<file path="config.mk">
export PLATFORM = sky130hd
export DESIGN_NAME = selective_repeat_sender
export DESIGN_NICKNAME = d
export VERILOG_FILES = /design/src/srs_pkg.sv /design/src/selective_repeat_sender.sv
export VERILOG_INCLUDE_DIRS = /design/src /design/src/src
export SDC_FILE = /design/constraint.sdc
export NUM_CORES = 2
export LEC_CHECK = 0
export BUFFER_PORTS_ARGS = -buffer_cell sky130_fd_sc_hd__clkbuf_2
export CAP_MARGIN = 20
export CORE_ASPECT_RATIO = 0.9
export CORE_MARGIN = 2
export CORE_UTILIZATION = 45
export DETAILED_ROUTE_END_ITERATION = 8
export PLACE_DENSITY_LB_ADDON = 0.3
export SLEW_MARGIN = 20
export SYNTH_ARGS = -nofsm -noshare
export SYNTH_HDL_FRONTEND = slang
export SYNTH_SLANG_ARGS = --single-unit
</file>
<file path="constraint.sdc">
create_clock -name clk -period 14.42 [get_ports clk]
set_input_delay 0.721 -clock clk [delete_from_list [all_inputs] [get_ports clk]]
set_output_delay 0.721 -clock clk [all_outputs]
set_load 0.005 [all_outputs]
</file>
<file path="src/assert_macros.svh">
// assertion macros used by the sender rtl
// no dependencies; assertions vanish when SYNTHESIS is defined
`ifndef ASSERT_MACROS_SVH
`define ASSERT_MACROS_SVH
`ifndef SYNTHESIS
`define SR_ASSERT(lbl, clk, rst_n, prop) \
  lbl: assert property (@(posedge clk) disable iff (!rst_n) prop) \
    else $error("assertion failed");
`define SR_ASSERT_IMP(lbl, clk, rst_n, pre, post) \
  lbl: assert property (@(posedge clk) disable iff (!rst_n) (pre) |-> (post)) \
    else $error("assertion failed");
`else
`define SR_ASSERT(lbl, clk, rst_n, prop)
`define SR_ASSERT_IMP(lbl, clk, rst_n, pre, post)
`endif
`endif

</file>
<file path="src/srs_pkg.sv">
// constants, types and helpers of the selective-repeat sender
// no dependencies
package srs_pkg;
  localparam int SEQ_SPACE     = 12;
  localparam int WINDOW        = 6;
  localparam int PAYLOAD_BYTES = 20;
  localparam int MAX_RESULTS   = 6;
  localparam int SEQ_W   = $clog2(SEQ_SPACE);
  localparam int WIN_IW  = (WINDOW > 1) ? $clog2(WINDOW) : 1;
  localparam int CNT_W   = $clog2(MAX_RESULTS + 1);
  localparam int PL_W    = 160;
  localparam int SUM_W   = 13;
  localparam int GRP     = 4;
  localparam int GRP_B   = 5;

  typedef enum logic [1:0] {
    CMD_NEW = 2'd0, CMD_ACK = 2'd1, CMD_TIMEOUT = 2'd2, CMD_NONE = 2'd3
  } cmd_t;
  typedef enum logic [1:0] {
    KIND_SENT = 2'd0, KIND_DROP = 2'd1, KIND_ACK = 2'd2, KIND_RSVD = 2'd3
  } kind_t;
  typedef enum logic [3:0] {
    ST_IDLE, ST_PART, ST_SUM, ST_NEW, ST_ACK, ST_SLIDE, ST_OUTS,
    ST_TO_SCAN, ST_TO_RD, ST_TO_EMIT
  } state_t;

  function automatic logic [PL_W-1:0] keep_mask();
    logic [PL_W-1:0] m;
    m = '0;
    for (int k = 0; k < PL_W / 8; k++) begin
      if (k < PAYLOAD_BYTES) m[k*8 +: 8] = 8'hFF;
    end
    return m;
  endfunction
  localparam logic [PL_W-1:0] KEEP_MASK = keep_mask();

  // (a + b) mod SEQ_SPACE for a < SEQ_SPACE, b < SEQ_SPACE
  function automatic logic [SEQ_W-1:0] wrap_add(logic [SEQ_W-1:0] a, logic [SEQ_W-1:0] b);
    logic [SEQ_W:0] s;
    s = {1'b0, a} + {1'b0, b};
    if (s >= (SEQ_W+1)'(SEQ_SPACE)) s = s - (SEQ_W+1)'(SEQ_SPACE);
    return s[SEQ_W-1:0];
  endfunction

  // (a - b) mod SEQ_SPACE
  function automatic logic [SEQ_W-1:0] wrap_sub(logic [SEQ_W-1:0] a, logic [SEQ_W-1:0] b);
    logic [SEQ_W:0] s;
    if (a >= b) s = {1'b0, a} - {1'b0, b};
    else s = {1'b0, a} + (SEQ_W+1)'(SEQ_SPACE) - {1'b0, b};
    return s[SEQ_W-1:0];
  endfunction
endpackage

</file>
<file path="src/selective_repeat_sender.sv">
// selective-repeat arq sender, single module with slot memory and flag vectors
// depends on srs_pkg and assert_macros.svh
//
// usage
//   input stream: in_tuser carries the command (new message, ack arrives,
//   retransmit timeout), in_tdata the ack fields and the 20 payload bytes.
//   result stream: out_tuser carries the result kind, out_tdata the packet,
//   the timer controls and the new-ack flag, out_tlast the final result of
//   the command.
// sequencing
//   one command is worked at a time; in_tready is high only when idle.
//   each command is registered and its payload bytes summed first; a new
//   message then gives its result; a valid ack slides the base past up to 6
//   acknowledged slots; a timeout resends each outstanding packet after a
//   registered read of the slot memory; a command with no result frees the block.
// reset
//   rst_n low clears window base, next sequence and the sent/acked flags;
//   slot memory contents are undefined until written, no clearing pass.
// back pressure
//   results sit in an output register; while one waits and out_tready is low
//   the block holds in its emit state, and a new command is taken once it is idle.
module selective_repeat_sender (
  input  logic         clk,
  input  logic         rst_n,
  input  logic         in_tvalid,
  output logic         in_tready,
  // pkt_seq, pkt_ack, payload_lo, payload_mid, payload_hi, pkt_sum
  input  logic [255:0] in_tdata,
  // cmd
  input  logic [1:0]   in_tuser,
  output logic         out_tvalid,
  input  logic         out_tready,
  // out_seq, out_ack, out_payload_lo, out_payload_mid, out_payload_hi,
  // out_sum, timer_start, timer_stop, new_ack, zero pad
  output logic [183:0] out_tdata,
  // kind
  output logic [1:0]   out_tuser,
  output logic         out_tlast
);
  import srs_pkg::*;

  localparam int MEM_W = PL_W + SUM_W;

  // slot memory: payload and checksum, registered read
  logic [MEM_W-1:0] mem [SEQ_SPACE];
  logic             mem_we;
  logic [SEQ_W-1:0] mem_waddr;
  logic [MEM_W-1:0] mem_wdata;
  logic             mem_re;
  logic [SEQ_W-1:0] mem_raddr;
  logic [MEM_W-1:0] mem_rdata_r;

  always_ff @(posedge clk) begin
    if (mem_we) mem[mem_waddr] <= mem_wdata;
  end
  always_ff @(posedge clk) begin
    if (mem_re) mem_rdata_r <= mem[mem_raddr];
  end

  state_t state_r, state_nxt;

  // control state
  logic [SEQ_SPACE-1:0] sent_r, sent_nxt;
  logic [SEQ_SPACE-1:0] acked_r, acked_nxt;
  logic [SEQ_W-1:0]     base_r, base_nxt;
  logic [SEQ_W-1:0]     next_r, next_nxt;
  logic                 out_valid_r, out_valid_nxt;

  // command payload
  cmd_t                 cmd_r, cmd_nxt;
  logic [31:0]          seq_r, seq_nxt;
  logic [31:0]          ack_r, ack_nxt;
  logic [31:0]          psum_r, psum_nxt;
  logic [PL_W-1:0]      pl_r, pl_nxt;
  logic signed [SUM_W-1:0] part_r [GRP];
  logic signed [SUM_W-1:0] part_nxt [GRP];
  logic signed [SUM_W-1:0] bsum_r, bsum_nxt;
  logic                 newack_r, newack_nxt;
  logic [WINDOW-1:0]    tmask_r, tmask_nxt;
  logic [CNT_W-1:0]     cnt_r, cnt_nxt;
  logic [SEQ_W-1:0]     rseq_r, rseq_nxt;

  // output register
  kind_t                o_kind_r, o_kind_nxt;
  logic [SEQ_W-1:0]     o_seq_r, o_seq_nxt;
  logic [PL_W-1:0]      o_pl_r, o_pl_nxt;
  logic [SUM_W-1:0]     o_sum_r, o_sum_nxt;
  logic                 o_start_r, o_start_nxt;
  logic                 o_stop_r, o_stop_nxt;
  logic                 o_new_r, o_new_nxt;
  logic                 o_last_r, o_last_nxt;

  logic out_free;
  assign out_free  = !out_valid_r || out_tready;
  assign in_tready = (state_r == ST_IDLE);

  // window helpers
  logic [SEQ_W-1:0]  used;
  logic [WINDOW-1:0] outstanding;
  logic [SEQ_W-1:0]  ack_off;
  logic [31:0]       calc;
  logic [WIN_IW-1:0] first_pos;
  logic              any_out;

  always_comb begin
    logic [SEQ_W-1:0] idx;
    used = wrap_sub(next_r, base_r);
    for (int i = 0; i < WINDOW; i++) begin
      idx = wrap_add(base_r, SEQ_W'(i));
      outstanding[i] = sent_r[idx] && !acked_r[idx];
    end
    any_out = |outstanding;
    ack_off = wrap_sub(ack_r[SEQ_W-1:0], base_r);
    calc = seq_r + ack_r + 32'(bsum_r);
    first_pos = '0;
    for (int i = WINDOW - 1; i >= 0; i--) begin
      if (tmask_r[i]) first_pos = WIN_IW'(i);
    end
  end

  always_comb begin
    logic [SEQ_W-1:0] a;
    state_nxt = state_r;
    sent_nxt = sent_r;
    acked_nxt = acked_r;
    base_nxt = base_r;
    next_nxt = next_r;
    out_valid_nxt = out_valid_r && !out_tready;
    cmd_nxt = cmd_r;
    seq_nxt = seq_r;
    ack_nxt = ack_r;
    psum_nxt = psum_r;
    pl_nxt = pl_r;
    part_nxt = part_r;
    bsum_nxt = bsum_r;
    newack_nxt = newack_r;
    tmask_nxt = tmask_r;
    cnt_nxt = cnt_r;
    rseq_nxt = rseq_r;
    o_kind_nxt = o_kind_r;
    o_seq_nxt = o_seq_r;
    o_pl_nxt = o_pl_r;
    o_sum_nxt = o_sum_r;
    o_start_nxt = o_start_r;
    o_stop_nxt = o_stop_r;
    o_new_nxt = o_new_r;
    o_last_nxt = o_last_r;
    mem_we = 1'b0;
    mem_waddr = next_r;
    mem_wdata = {bsum_r + SUM_W'(next_r) - SUM_W'(1), pl_r};
    mem_re = 1'b0;
    mem_raddr = wrap_add(base_r, SEQ_W'(first_pos));
    a = ack_r[SEQ_W-1:0];

    case (state_r)
      ST_IDLE: begin
        if (in_tvalid) begin
          cmd_nxt = cmd_t'(in_tuser);
          seq_nxt = in_tdata[31:0];
          ack_nxt = in_tdata[63:32];
          pl_nxt = in_tdata[223:64] & KEEP_MASK;
          psum_nxt = in_tdata[255:224];
          state_nxt = ST_PART;
        end
      end
      ST_PART: begin
        // four groups of five signed bytes
        for (int g = 0; g < GRP; g++) begin
          part_nxt[g] = '0;
          for (int k = 0; k < GRP_B; k++) begin
            part_nxt[g] = part_nxt[g]
              + SUM_W'(signed'(pl_r[(g*GRP_B + k)*8 +: 8]));
          end
        end
        state_nxt = ST_SUM;
      end
      ST_SUM: begin
        bsum_nxt = part_r[0] + part_r[1] + part_r[2] + part_r[3];
        case (cmd_r)
          CMD_NEW:     state_nxt = ST_NEW;
          CMD_ACK:     state_nxt = ST_ACK;
          CMD_TIMEOUT: state_nxt = ST_TO_SCAN;
          default:     state_nxt = ST_IDLE;
        endcase
      end
      ST_NEW: begin
        if (out_free) begin
          out_valid_nxt = 1'b1;
          o_stop_nxt = 1'b0;
          o_new_nxt = 1'b0;
          o_last_nxt = 1'b1;
          if (used < SEQ_W'(WINDOW)) begin
            mem_we = 1'b1;
            sent_nxt[next_r] = 1'b1;
            acked_nxt[next_r] = 1'b0;
            next_nxt = wrap_add(next_r, SEQ_W'(1));
            o_kind_nxt = KIND_SENT;
            o_seq_nxt = next_r;
            o_pl_nxt = pl_r;
            o_sum_nxt = mem_wdata[MEM_W-1:PL_W];
            o_start_nxt = (base_r == next_r);
          end else begin
            o_kind_nxt = KIND_DROP;
            o_seq_nxt = '0;
            o_pl_nxt = '0;
            o_sum_nxt = '0;
            o_start_nxt = 1'b0;
          end
          state_nxt = ST_IDLE;
        end
      end
      ST_ACK: begin
        newack_nxt = 1'b0;
        if (calc != psum_r) begin
          if (out_free) begin
            out_valid_nxt = 1'b1;
            o_kind_nxt = KIND_ACK;
            o_seq_nxt = '0;
            o_pl_nxt = '0;
            o_sum_nxt = '0;
            o_start_nxt = 1'b0;
            o_stop_nxt = 1'b0;
            o_new_nxt = 1'b0;
            o_last_nxt = 1'b1;
            state_nxt = ST_IDLE;
          end
        end else begin
          if (ack_r < 32'(SEQ_SPACE) && sent_r[a] && !acked_r[a]
              && ack_off < SEQ_W'(WINDOW)) begin
            acked_nxt[a] = 1'b1;
            newack_nxt = 1'b1;
          end
          state_nxt = ST_SLIDE;
        end
      end
      ST_SLIDE: begin
        // one slot per cycle past acknowledged slots
        if (acked_r[base_r]) begin
          sent_nxt[base_r] = 1'b0;
          acked_nxt[base_r] = 1'b0;
          base_nxt = wrap_add(base_r, SEQ_W'(1));
        end else begin
          state_nxt = ST_OUTS;
        end
      end
      ST_OUTS: begin
        if (out_free) begin
          out_valid_nxt = 1'b1;
          o_kind_nxt = KIND_ACK;
          o_seq_nxt = '0;
          o_pl_nxt = '0;
          o_sum_nxt = '0;
          o_start_nxt = any_out;
          o_stop_nxt = 1'b1;
          o_new_nxt = newack_r;
          o_last_nxt = 1'b1;
          state_nxt = ST_IDLE;
        end
      end
      ST_TO_SCAN: begin
        tmask_nxt = outstanding;
        cnt_nxt = '0;
        state_nxt = any_out ? ST_TO_RD : ST_IDLE;
      end
      ST_TO_RD: begin
        mem_re = 1'b1;
        rseq_nxt = mem_raddr;
        tmask_nxt[first_pos] = 1'b0;
        state_nxt = ST_TO_EMIT;
      end
      ST_TO_EMIT: begin
        if (out_free) begin
          out_valid_nxt = 1'b1;
          o_kind_nxt = KIND_SENT;
          o_seq_nxt = rseq_r;
          o_pl_nxt = mem_rdata_r[PL_W-1:0];
          o_sum_nxt = mem_rdata_r[MEM_W-1:PL_W];
          o_start_nxt = (cnt_r == '0);
          o_stop_nxt = 1'b0;
          o_new_nxt = 1'b0;
          o_last_nxt = (tmask_r == '0) || (cnt_r == CNT_W'(MAX_RESULTS - 1));
          cnt_nxt = cnt_r + CNT_W'(1);
          state_nxt = o_last_nxt ? ST_IDLE : ST_TO_RD;
        end
      end
      default: state_nxt = ST_IDLE;
    endcase
  end

  always_ff @(posedge clk) begin
    if (!rst_n) begin
      state_r <= ST_IDLE;
    end else begin
      state_r <= state_nxt;
    end
  end

  always_ff @(posedge clk) begin
    if (!rst_n) begin
      sent_r <= '0;
      acked_r <= '0;
      base_r <= '0;
      next_r <= '0;
      out_valid_r <= 1'b0;
    end else begin
      sent_r <= sent_nxt;
      acked_r <= acked_nxt;
      base_r <= base_nxt;
      next_r <= next_nxt;
      out_valid_r <= out_valid_nxt;
    end
  end

  always_ff @(posedge clk) begin
    cmd_r <= cmd_nxt;
    seq_r <= seq_nxt;
    ack_r <= ack_nxt;
    psum_r <= psum_nxt;
    pl_r <= pl_nxt;
    part_r <= part_nxt;
    bsum_r <= bsum_nxt;
    newack_r <= newack_nxt;
    tmask_r <= tmask_nxt;
    cnt_r <= cnt_nxt;
    rseq_r <= rseq_nxt;
    o_kind_r <= o_kind_nxt;
    o_seq_r <= o_seq_nxt;
    o_pl_r <= o_pl_nxt;
    o_sum_r <= o_sum_nxt;
    o_start_r <= o_start_nxt;
    o_stop_r <= o_stop_nxt;
    o_new_r <= o_new_nxt;
    o_last_r <= o_last_nxt;
  end

  // out_ack is always -1
  assign out_tvalid = out_valid_r;
  assign out_tuser  = o_kind_r;
  assign out_tlast  = o_last_r;
  assign out_tdata  = {2'b00, o_new_r, o_stop_r, o_start_r, o_sum_r, o_pl_r,
                       2'b11, o_seq_r};

  `include "assert_macros.svh"
  `SR_ASSERT(a_window_fill, clk, rst_n, used <= SEQ_W'(WINDOW))
  `SR_ASSERT(a_acked_sent, clk, rst_n, (acked_r & ~sent_r) == '0)
  `SR_ASSERT_IMP(a_base_slid, clk, rst_n, state_r == ST_IDLE, !acked_r[base_r])
  `SR_ASSERT(a_ptr_range, clk, rst_n,
    base_r < SEQ_W'(SEQ_SPACE) && next_r < SEQ_W'(SEQ_SPACE))
endmodule

</file>
### Word-level counts from Yosys, hierarchy flattened

Memory sizes are Yosys's and may differ from the RTL's. A register that Yosys moved wholly into a read port is not among the register bits.
Index checks and enable logic that the tools add are counted.

| storage, ports and cells | value |
|---|---|
| output and inout port bits | 189 |
| memories | 1 |
| RAM bits | 2076 |
| ROM bits | 0 |
| logic and storage cells | 315 |
| bits in latches | 0 |
| register bits after elaboration | 557 |

Memory list:

| name | depth | width | read ports | clocked after Yosys merged registers in | wr ports | line | text |
|---|---|---|---|---|---|---|---|
| mem | 12 | 173 | 1 | 1 | 1 | selective_repeat_sender.sv:45 | `logic [MEM_W-1:0] mem [SEQ_SPACE];` |

| operators by class | value |
|---|---|
| shift operators | 0 |
| reductions and logical operators | 51 |
| add/sub/neg operators | 45 |
| mux-type cells | 129 |
| equal/unequal tests | 25 |
| divide/modulo/power cells | 0 |
| magnitude comparators | 27 |
| bitwise gates (word level) | 9 |
| $mul | 0 |

Operators by type and width:

| operator | number |
|---|---|
| $mux 160 | 5 |
| $pmux 160 s4 | 1 |
| $mux 12 | 8 |
| $mux 4 | 22 |
| $mux 13 | 5 |
| $add 32x32->32 | 2 |
| $bmux 1 s4 | 15 |
| $pmux 13 s4 | 1 |
| $add 11x8->12 | 4 |
| $lt 4x5->1 const B | 9 |
| $add 10x8->11 | 4 |
| $mux 1 | 44 |
| $add 9x8->10 | 4 |
| $add 13x13->13 | 3 |
| $add 8x8->9 | 4 |
| $and 12x12->12 | 3 |
| $pmux 12 s3 | 1 |
| $pmux 4 s9 | 1 |
| $ge 5x4->1 const B | 7 |
| $lt 32x4->1 const B | 1 |
| $ne 32x32->1 | 1 |
| $sub 4x4->4 const B | 8 |
| $not 12->12 | 2 |
| $or 12x12->12 | 2 |
| 56 further kinds | 129 |

### Longest topological paths before layout

| logic depth | value |
|---|---|
| depth in word-level cells | 13 |
| depth in mapped cells | 20 |
| depth with buffers taken out | 18 |

### Least setup slack after synthesis

OpenSTA, ideal clock, no wires.

| path | value |
|---|---|
| path kind | register to register |
| start point | register bsum_r[12] |
| end point | register o_pl_r[0] (enable) |
| clock period less this slack | 12.815 ns |
| stages on the path, launching flop included | 12 |
| data required time | 13.642 ns |
| path buffers | 1 |
| slack | 1.605 ns |
| data arrival time | 12.038 ns |
| cells stage by stage | edfxtp_1 fa_1 ha_1 buf_6 a211o_1 a21oi_4 a21oi_1 o21a_1 o31a_1 xnor2_1 o41ai_1 a21oi_1 |

| on the way | value |
|---|---|
| cells in the longest elaborated chain, start to end | 4 |

RTL lines:

| element | line | text |
|---|---|---|
| start: declaration | selective_repeat_sender.sv:77 | `logic signed [SUM_W-1:0] bsum_r, bsum_nxt;` |
| start signal: assignment | selective_repeat_sender.sv:321 | `bsum_r <= bsum_nxt;` |
| $add 32x32->32 | selective_repeat_sender.sv:114 | `calc = seq_r + ack_r + 32'(bsum_r);` |
| $ne 32x32->1 | selective_repeat_sender.sv:214 | `if (calc != psum_r) begin` |
| $ne 2x2->1 (no line) | - |  |
| $reduce_and 4->1 (no line) | - |  |
| end signal: assignment | selective_repeat_sender.sv:328 | `o_pl_r <= o_pl_nxt;` |
| end: declaration | selective_repeat_sender.sv:86 | `logic [PL_W-1:0] o_pl_r, o_pl_nxt;` |

Every way passes these cells.
A chain may end at the register's enable or synchronous reset.

### Worst setup path in the final report

| path | value |
|---|---|
| start point | register base_r[1] |
| end point | memory mem[9][39] in the netlist's numbering (enable) |

| on the way | value |
|---|---|
| cells in the longest elaborated chain, start to end | 8 |

RTL lines:

| element | line | text |
|---|---|---|
| start: declaration | selective_repeat_sender.sv:65 | `logic [SEQ_W-1:0] base_r, base_nxt;` |
| start signal: assignment | selective_repeat_sender.sv:308 | `base_r <= base_nxt;` |
| $sub 4x4->4, or another cell as far along | srs_pkg.sv:49 | `else s = {1'b0, a} + (SEQ_W+1)'(SEQ_SPACE) - {1'b0, b};` |
| $mux 4 * | srs_pkg.sv:48 | `if (a >= b) s = {1'b0, a} - {1'b0, b};` |
| $lt 4x3->1 * | selective_repeat_sender.sv:192 | `if (used < SEQ_W'(WINDOW)) begin` |
| $mux 1 * | selective_repeat_sender.sv:192 |  |
| $mux 1 * | selective_repeat_sender.sv:187 | `if (out_free) begin` |
| $mux 1 * | selective_repeat_sender.sv:155 | `case (state_r)` |
| $mux 1 * | selective_repeat_sender.sv:54 | `if (mem_we) mem[mem_waddr] <= mem_wdata;` |
| $mux 1 (not written as such) * | selective_repeat_sender.sv:54 |  |
| end: declaration | selective_repeat_sender.sv:45 |  |

Every way passes the cells marked *; elsewhere a longest branch is shown, timed or not.

==> flow_metrics.env <==
export IMPL_grt_pass1_wl_um=406500
export IMPL_drive_above_1_share=0.2349
export IMPL_finalMaxSlewViolations=0
export IMPL_synth_distinct_cells=89
export IMPL_cts_tree="built"
export IMPL_worst_pin_slew_ns=1.193
export IMPL_syn_area_um2=113000
export IMPL_crit_required_ns=14.89
export IMPL_synth_top_area_cell="edfxtp_1"
export IMPL_viasPerCell=5.805
export IMPL_synthTopCellsByArea="edfxtp_1 (73%), mux4_2 (11%), fa_1 (3.0%)"
export IMPL_track_usage=0.2174
export IMPL_synthCells=5644
export IMPL_crit_path_top_delay_cell="dfxtp_1"
export IMPL_drtIter0Drc=6356
export IMPL_grt_max_degree=166
export IMPL_cp_cell_sequence="inv_1, ha_1, ha_1, inv_1, fa_1, xor2_1, a211o_1, o211ai_1, or3_1, nor2_1, nand2_1, inv_8, buf_4, buf_4"
export IMPL_holdCritStartpoint="in_tdata[213]"
export IMPL_grt_pass1_vias=57896
export IMPL_hold_path_class="input pin to flip-flop"
export IMPL_finalCritPeriodShare=0.4886
export IMPL_fp_row_count=174
export IMPL_ys_warn_count=0
export IMPL_tns_ns=0
export IMPL_hold_slack_ns=0.05110
export IMPL_post_cts_resized=0
export IMPL_worst_path_buf_inv=5
export IMPL_power_density_nw_per_um2=165.5
export IMPL_insertion_delay_ns=0.87
export IMPL_timing_rr_start="base_r[1]"
export IMPL_post_cts_buffers=0
export IMPL_synth_ff_type="edfxtp_1"
export IMPL_place_gp_congestion=0.8618
export IMPL_clk_pin_slew_worst_paths_ns=0.06
export IMPL_hold_viol=0
export IMPL_path_class="flip-flop to flip-flop"
export IMPL_cap_violations=0
export IMPL_power_leakage_nw=44.47
export IMPL_die_area_um2=255200
export IMPL_hpwlAfterDp_um=163700
export IMPL_synth_top_area_frac=0.7347
export IMPL_status="complete, no violations"
export IMPL_synth_edff_count=2765
export IMPL_dr_total_vias=57535
export IMPL_fillerInstances=19637
export IMPL_ir_worst_vdd_mv=0.3470
export IMPL_async_flop_share=0
export IMPL_maxSlewHeadroom=0.2046
export IMPL_layout_nets=6923
export IMPL_cp_top_family="buffers and inverters"
export IMPL_startpoint_type="flip-flop"
export IMPL_drc=0
export IMPL_period_needed_ns=7.045
export IMPL_overflow=0
export IMPL_pin_count=451
export IMPL_clkSinkCount=2802
export IMPL_routed_wirelength_um=280200
export IMPL_coreArea_um2=249700
export IMPL_numCtsBuffers=296
export IMPL_yosysSeqAreaShare=0.7413
export IMPL_cts_buffer_depth=4
export IMPL_antenna_found_initial=18
export IMPL_syn2layout_area_growth_pct=15.02
export IMPL_dr_pass1_iters=6
export IMPL_htree_levels=5
export IMPL_crit_fanout=90
export IMPL_power_w=0.02151
export IMPL_synth_area_per_cell_um2=20.02
export IMPL_port_buffers=446
export IMPL_fmax_mhz=141.9
export IMPL_slowest_delay_ns=0.81
export IMPL_ctsHoldBuffers=120
export IMPL_floorplan_initialDensity=0.4525
export IMPL_crit_arrival_ns=7.51
export IMPL_setup_viol=0
export IMPL_startpoint="base_r[1]"
export IMPL_ys_ff_latch=2802
export IMPL_cts_root_buf="clkbuf_16"
export IMPL_ant_nets=0
export IMPL_rsz0062_at_grt="false"
export IMPL_fp_dieH_um=479.4
export IMPL_wl_per_cell_um=28.27
export IMPL_die_w_um=532.2
export IMPL_cp_end_kind="flip-flop"
export IMPL_skew_ns=0.05576
==> cell usage after synthesis, types with 4 or more instances <==
| cell type | instances |
|---|---|
| edfxtp_1 | 2765 |
| mux4_2 | 530 |
| nor2_1 | 272 |
| a21oi_1 | 263 |
| clkbuf_1 | 215 |
| mux2i_1 | 196 |
| fa_1 | 168 |
| a22o_1 | 167 |
| ha_1 | 153 |
| inv_1 | 127 |
| nand2_1 | 95 |
| o21ai_0 | 90 |
| xnor2_1 | 76 |
| dfxtp_1 | 37 |
| a21o_1 | 34 |
| xor2_1 | 33 |
| nand2b_1 | 30 |
| buf_1 | 29 |
| nand3_1 | 29 |
| nand4_1 | 26 |
| nor3_1 | 23 |
| nor2b_1 | 21 |
| o211ai_1 | 20 |
| a31oi_1 | 16 |
| and2_1 | 16 |
| nor4_1 | 15 |
| o21a_1 | 15 |
| a211oi_1 | 12 |
| and3_1 | 12 |
| o221a_2 | 9 |
| o22ai_1 | 9 |
| and4_1 | 8 |
| a22oi_1 | 7 |
| buf_2 | 7 |
| buf_4 | 7 |
| a21boi_0 | 6 |
| mux2_2 | 6 |
| o2111ai_1 | 6 |
| a211o_1 | 5 |
| a221oi_1 | 5 |
| o311ai_0 | 5 |
| or3_1 | 5 |
| o31ai_1 | 4 |
==> report_power, final <==
| group | internal (W) | leakage [nW] | switching [W] |
|---|---|---|---|
| clock | 0.00426 | 4.58 | 0.00316 |
| combinational | 0.00154 | 14.6 | 0.00267 |
| sequential | 0.00958 | 25.3 | 0.000301 |
==> cell usage in the layout, fill, tap and decap left out, drive strengths merged, types with 9 or more instances in the layout <==
master,count
a211oi,12
a21o,34
a21oi,264
a22o,168
a31oi,16
and2,17
and3,13
buf,90
bufinv,23
clkbuf,790
clkinv,125
dfxtp,37
dlygate4sd3,120
edfxtp,2765
fa,168
ha,153
inv,150
mux2i,196
mux4,530
nand2,95
nand2b,30
nand3,30
nand4,26
nor2,273
nor2b,21
nor3,23
nor4,17
o211ai,20
o21a,15
o21ai,92
o221a,10
o22ai,9
xnor2,76
xor2,33
==> path summary, 6_finish.rpt <==
kind	slack, ns	endpoint	depth (start not counted)
setup / recovery	7.37	mem[9][39]	14
hold / removal	0.05	pl_r[149]	1
setup reg to reg	7.37	mem[9][39]	14
hold reg to reg	0.49	sent_r[8]	2
==> area by class of cell <==
class                      instances  area, µm²  area share
inverter                         128      503.0    0.003870
timing repair buffer             656       4328     0.03330
clock buffer                     344       7692     0.05918
antenna                            3      7.507  0.00005776
clock inverter                   178       1655     0.01274
tap                             3344       4184     0.03219
multi-input combinational       2456      27840      0.2142
sequential                      2802      83770      0.6445
==> metrics by stage <==
stage | utilization | setup slack (ns) | cells | area [µm²]
floorplan | - | 1.605 | 5646 | 113000
global placement | 0.4778 | 7.457 | 9262 | 119300
detailed placement | 0.4779 | 7.438 | 9263 | 119300
CTS | 0.5201 | 7.427 | 9905 | 129900
global route | 0.5205 | 6.989 | 9908 | 130000
finish | 0.5205 | 7.375 | 9911 | 130000
==> sequential cells by signal (all words and copies together), names as in the netlist, 6 cells and up <==
register,cells
mem_rdata_r,173
part_r,48
mem,2076
o_pl_r,160
sent_r,12
seq_r,32
acked_r,12
psum_r,32
pl_r,160
o_sum_r,13
bsum_r,13
ack_r,32
tmask_r,6
==> per-layer routing <==
layer / track usage / routed length, µm
met1: 0.3274 / 123500
met5: 0 / 0
met4: 0.04622 / 5505
met2: 0.3355 / 129800
met3: 0.03646 / 21390
==> logic make-up (layout without fill, tap and decap cells) <==
family          after synthesis  count (layout)  synth area share
mux                         734             734            0.1238
xor+xnor                    110             110          0.008658
compound gates              716             716           0.04269
buf+inv                     388            1306           0.01333
fa+ha+maj                   321             321           0.04670
other cells                   2               7        0.00006646
simple gates                571             571           0.02344
flops                      2802            2802            0.7413
No activity file was read; power rests on OpenSTA's default activity.
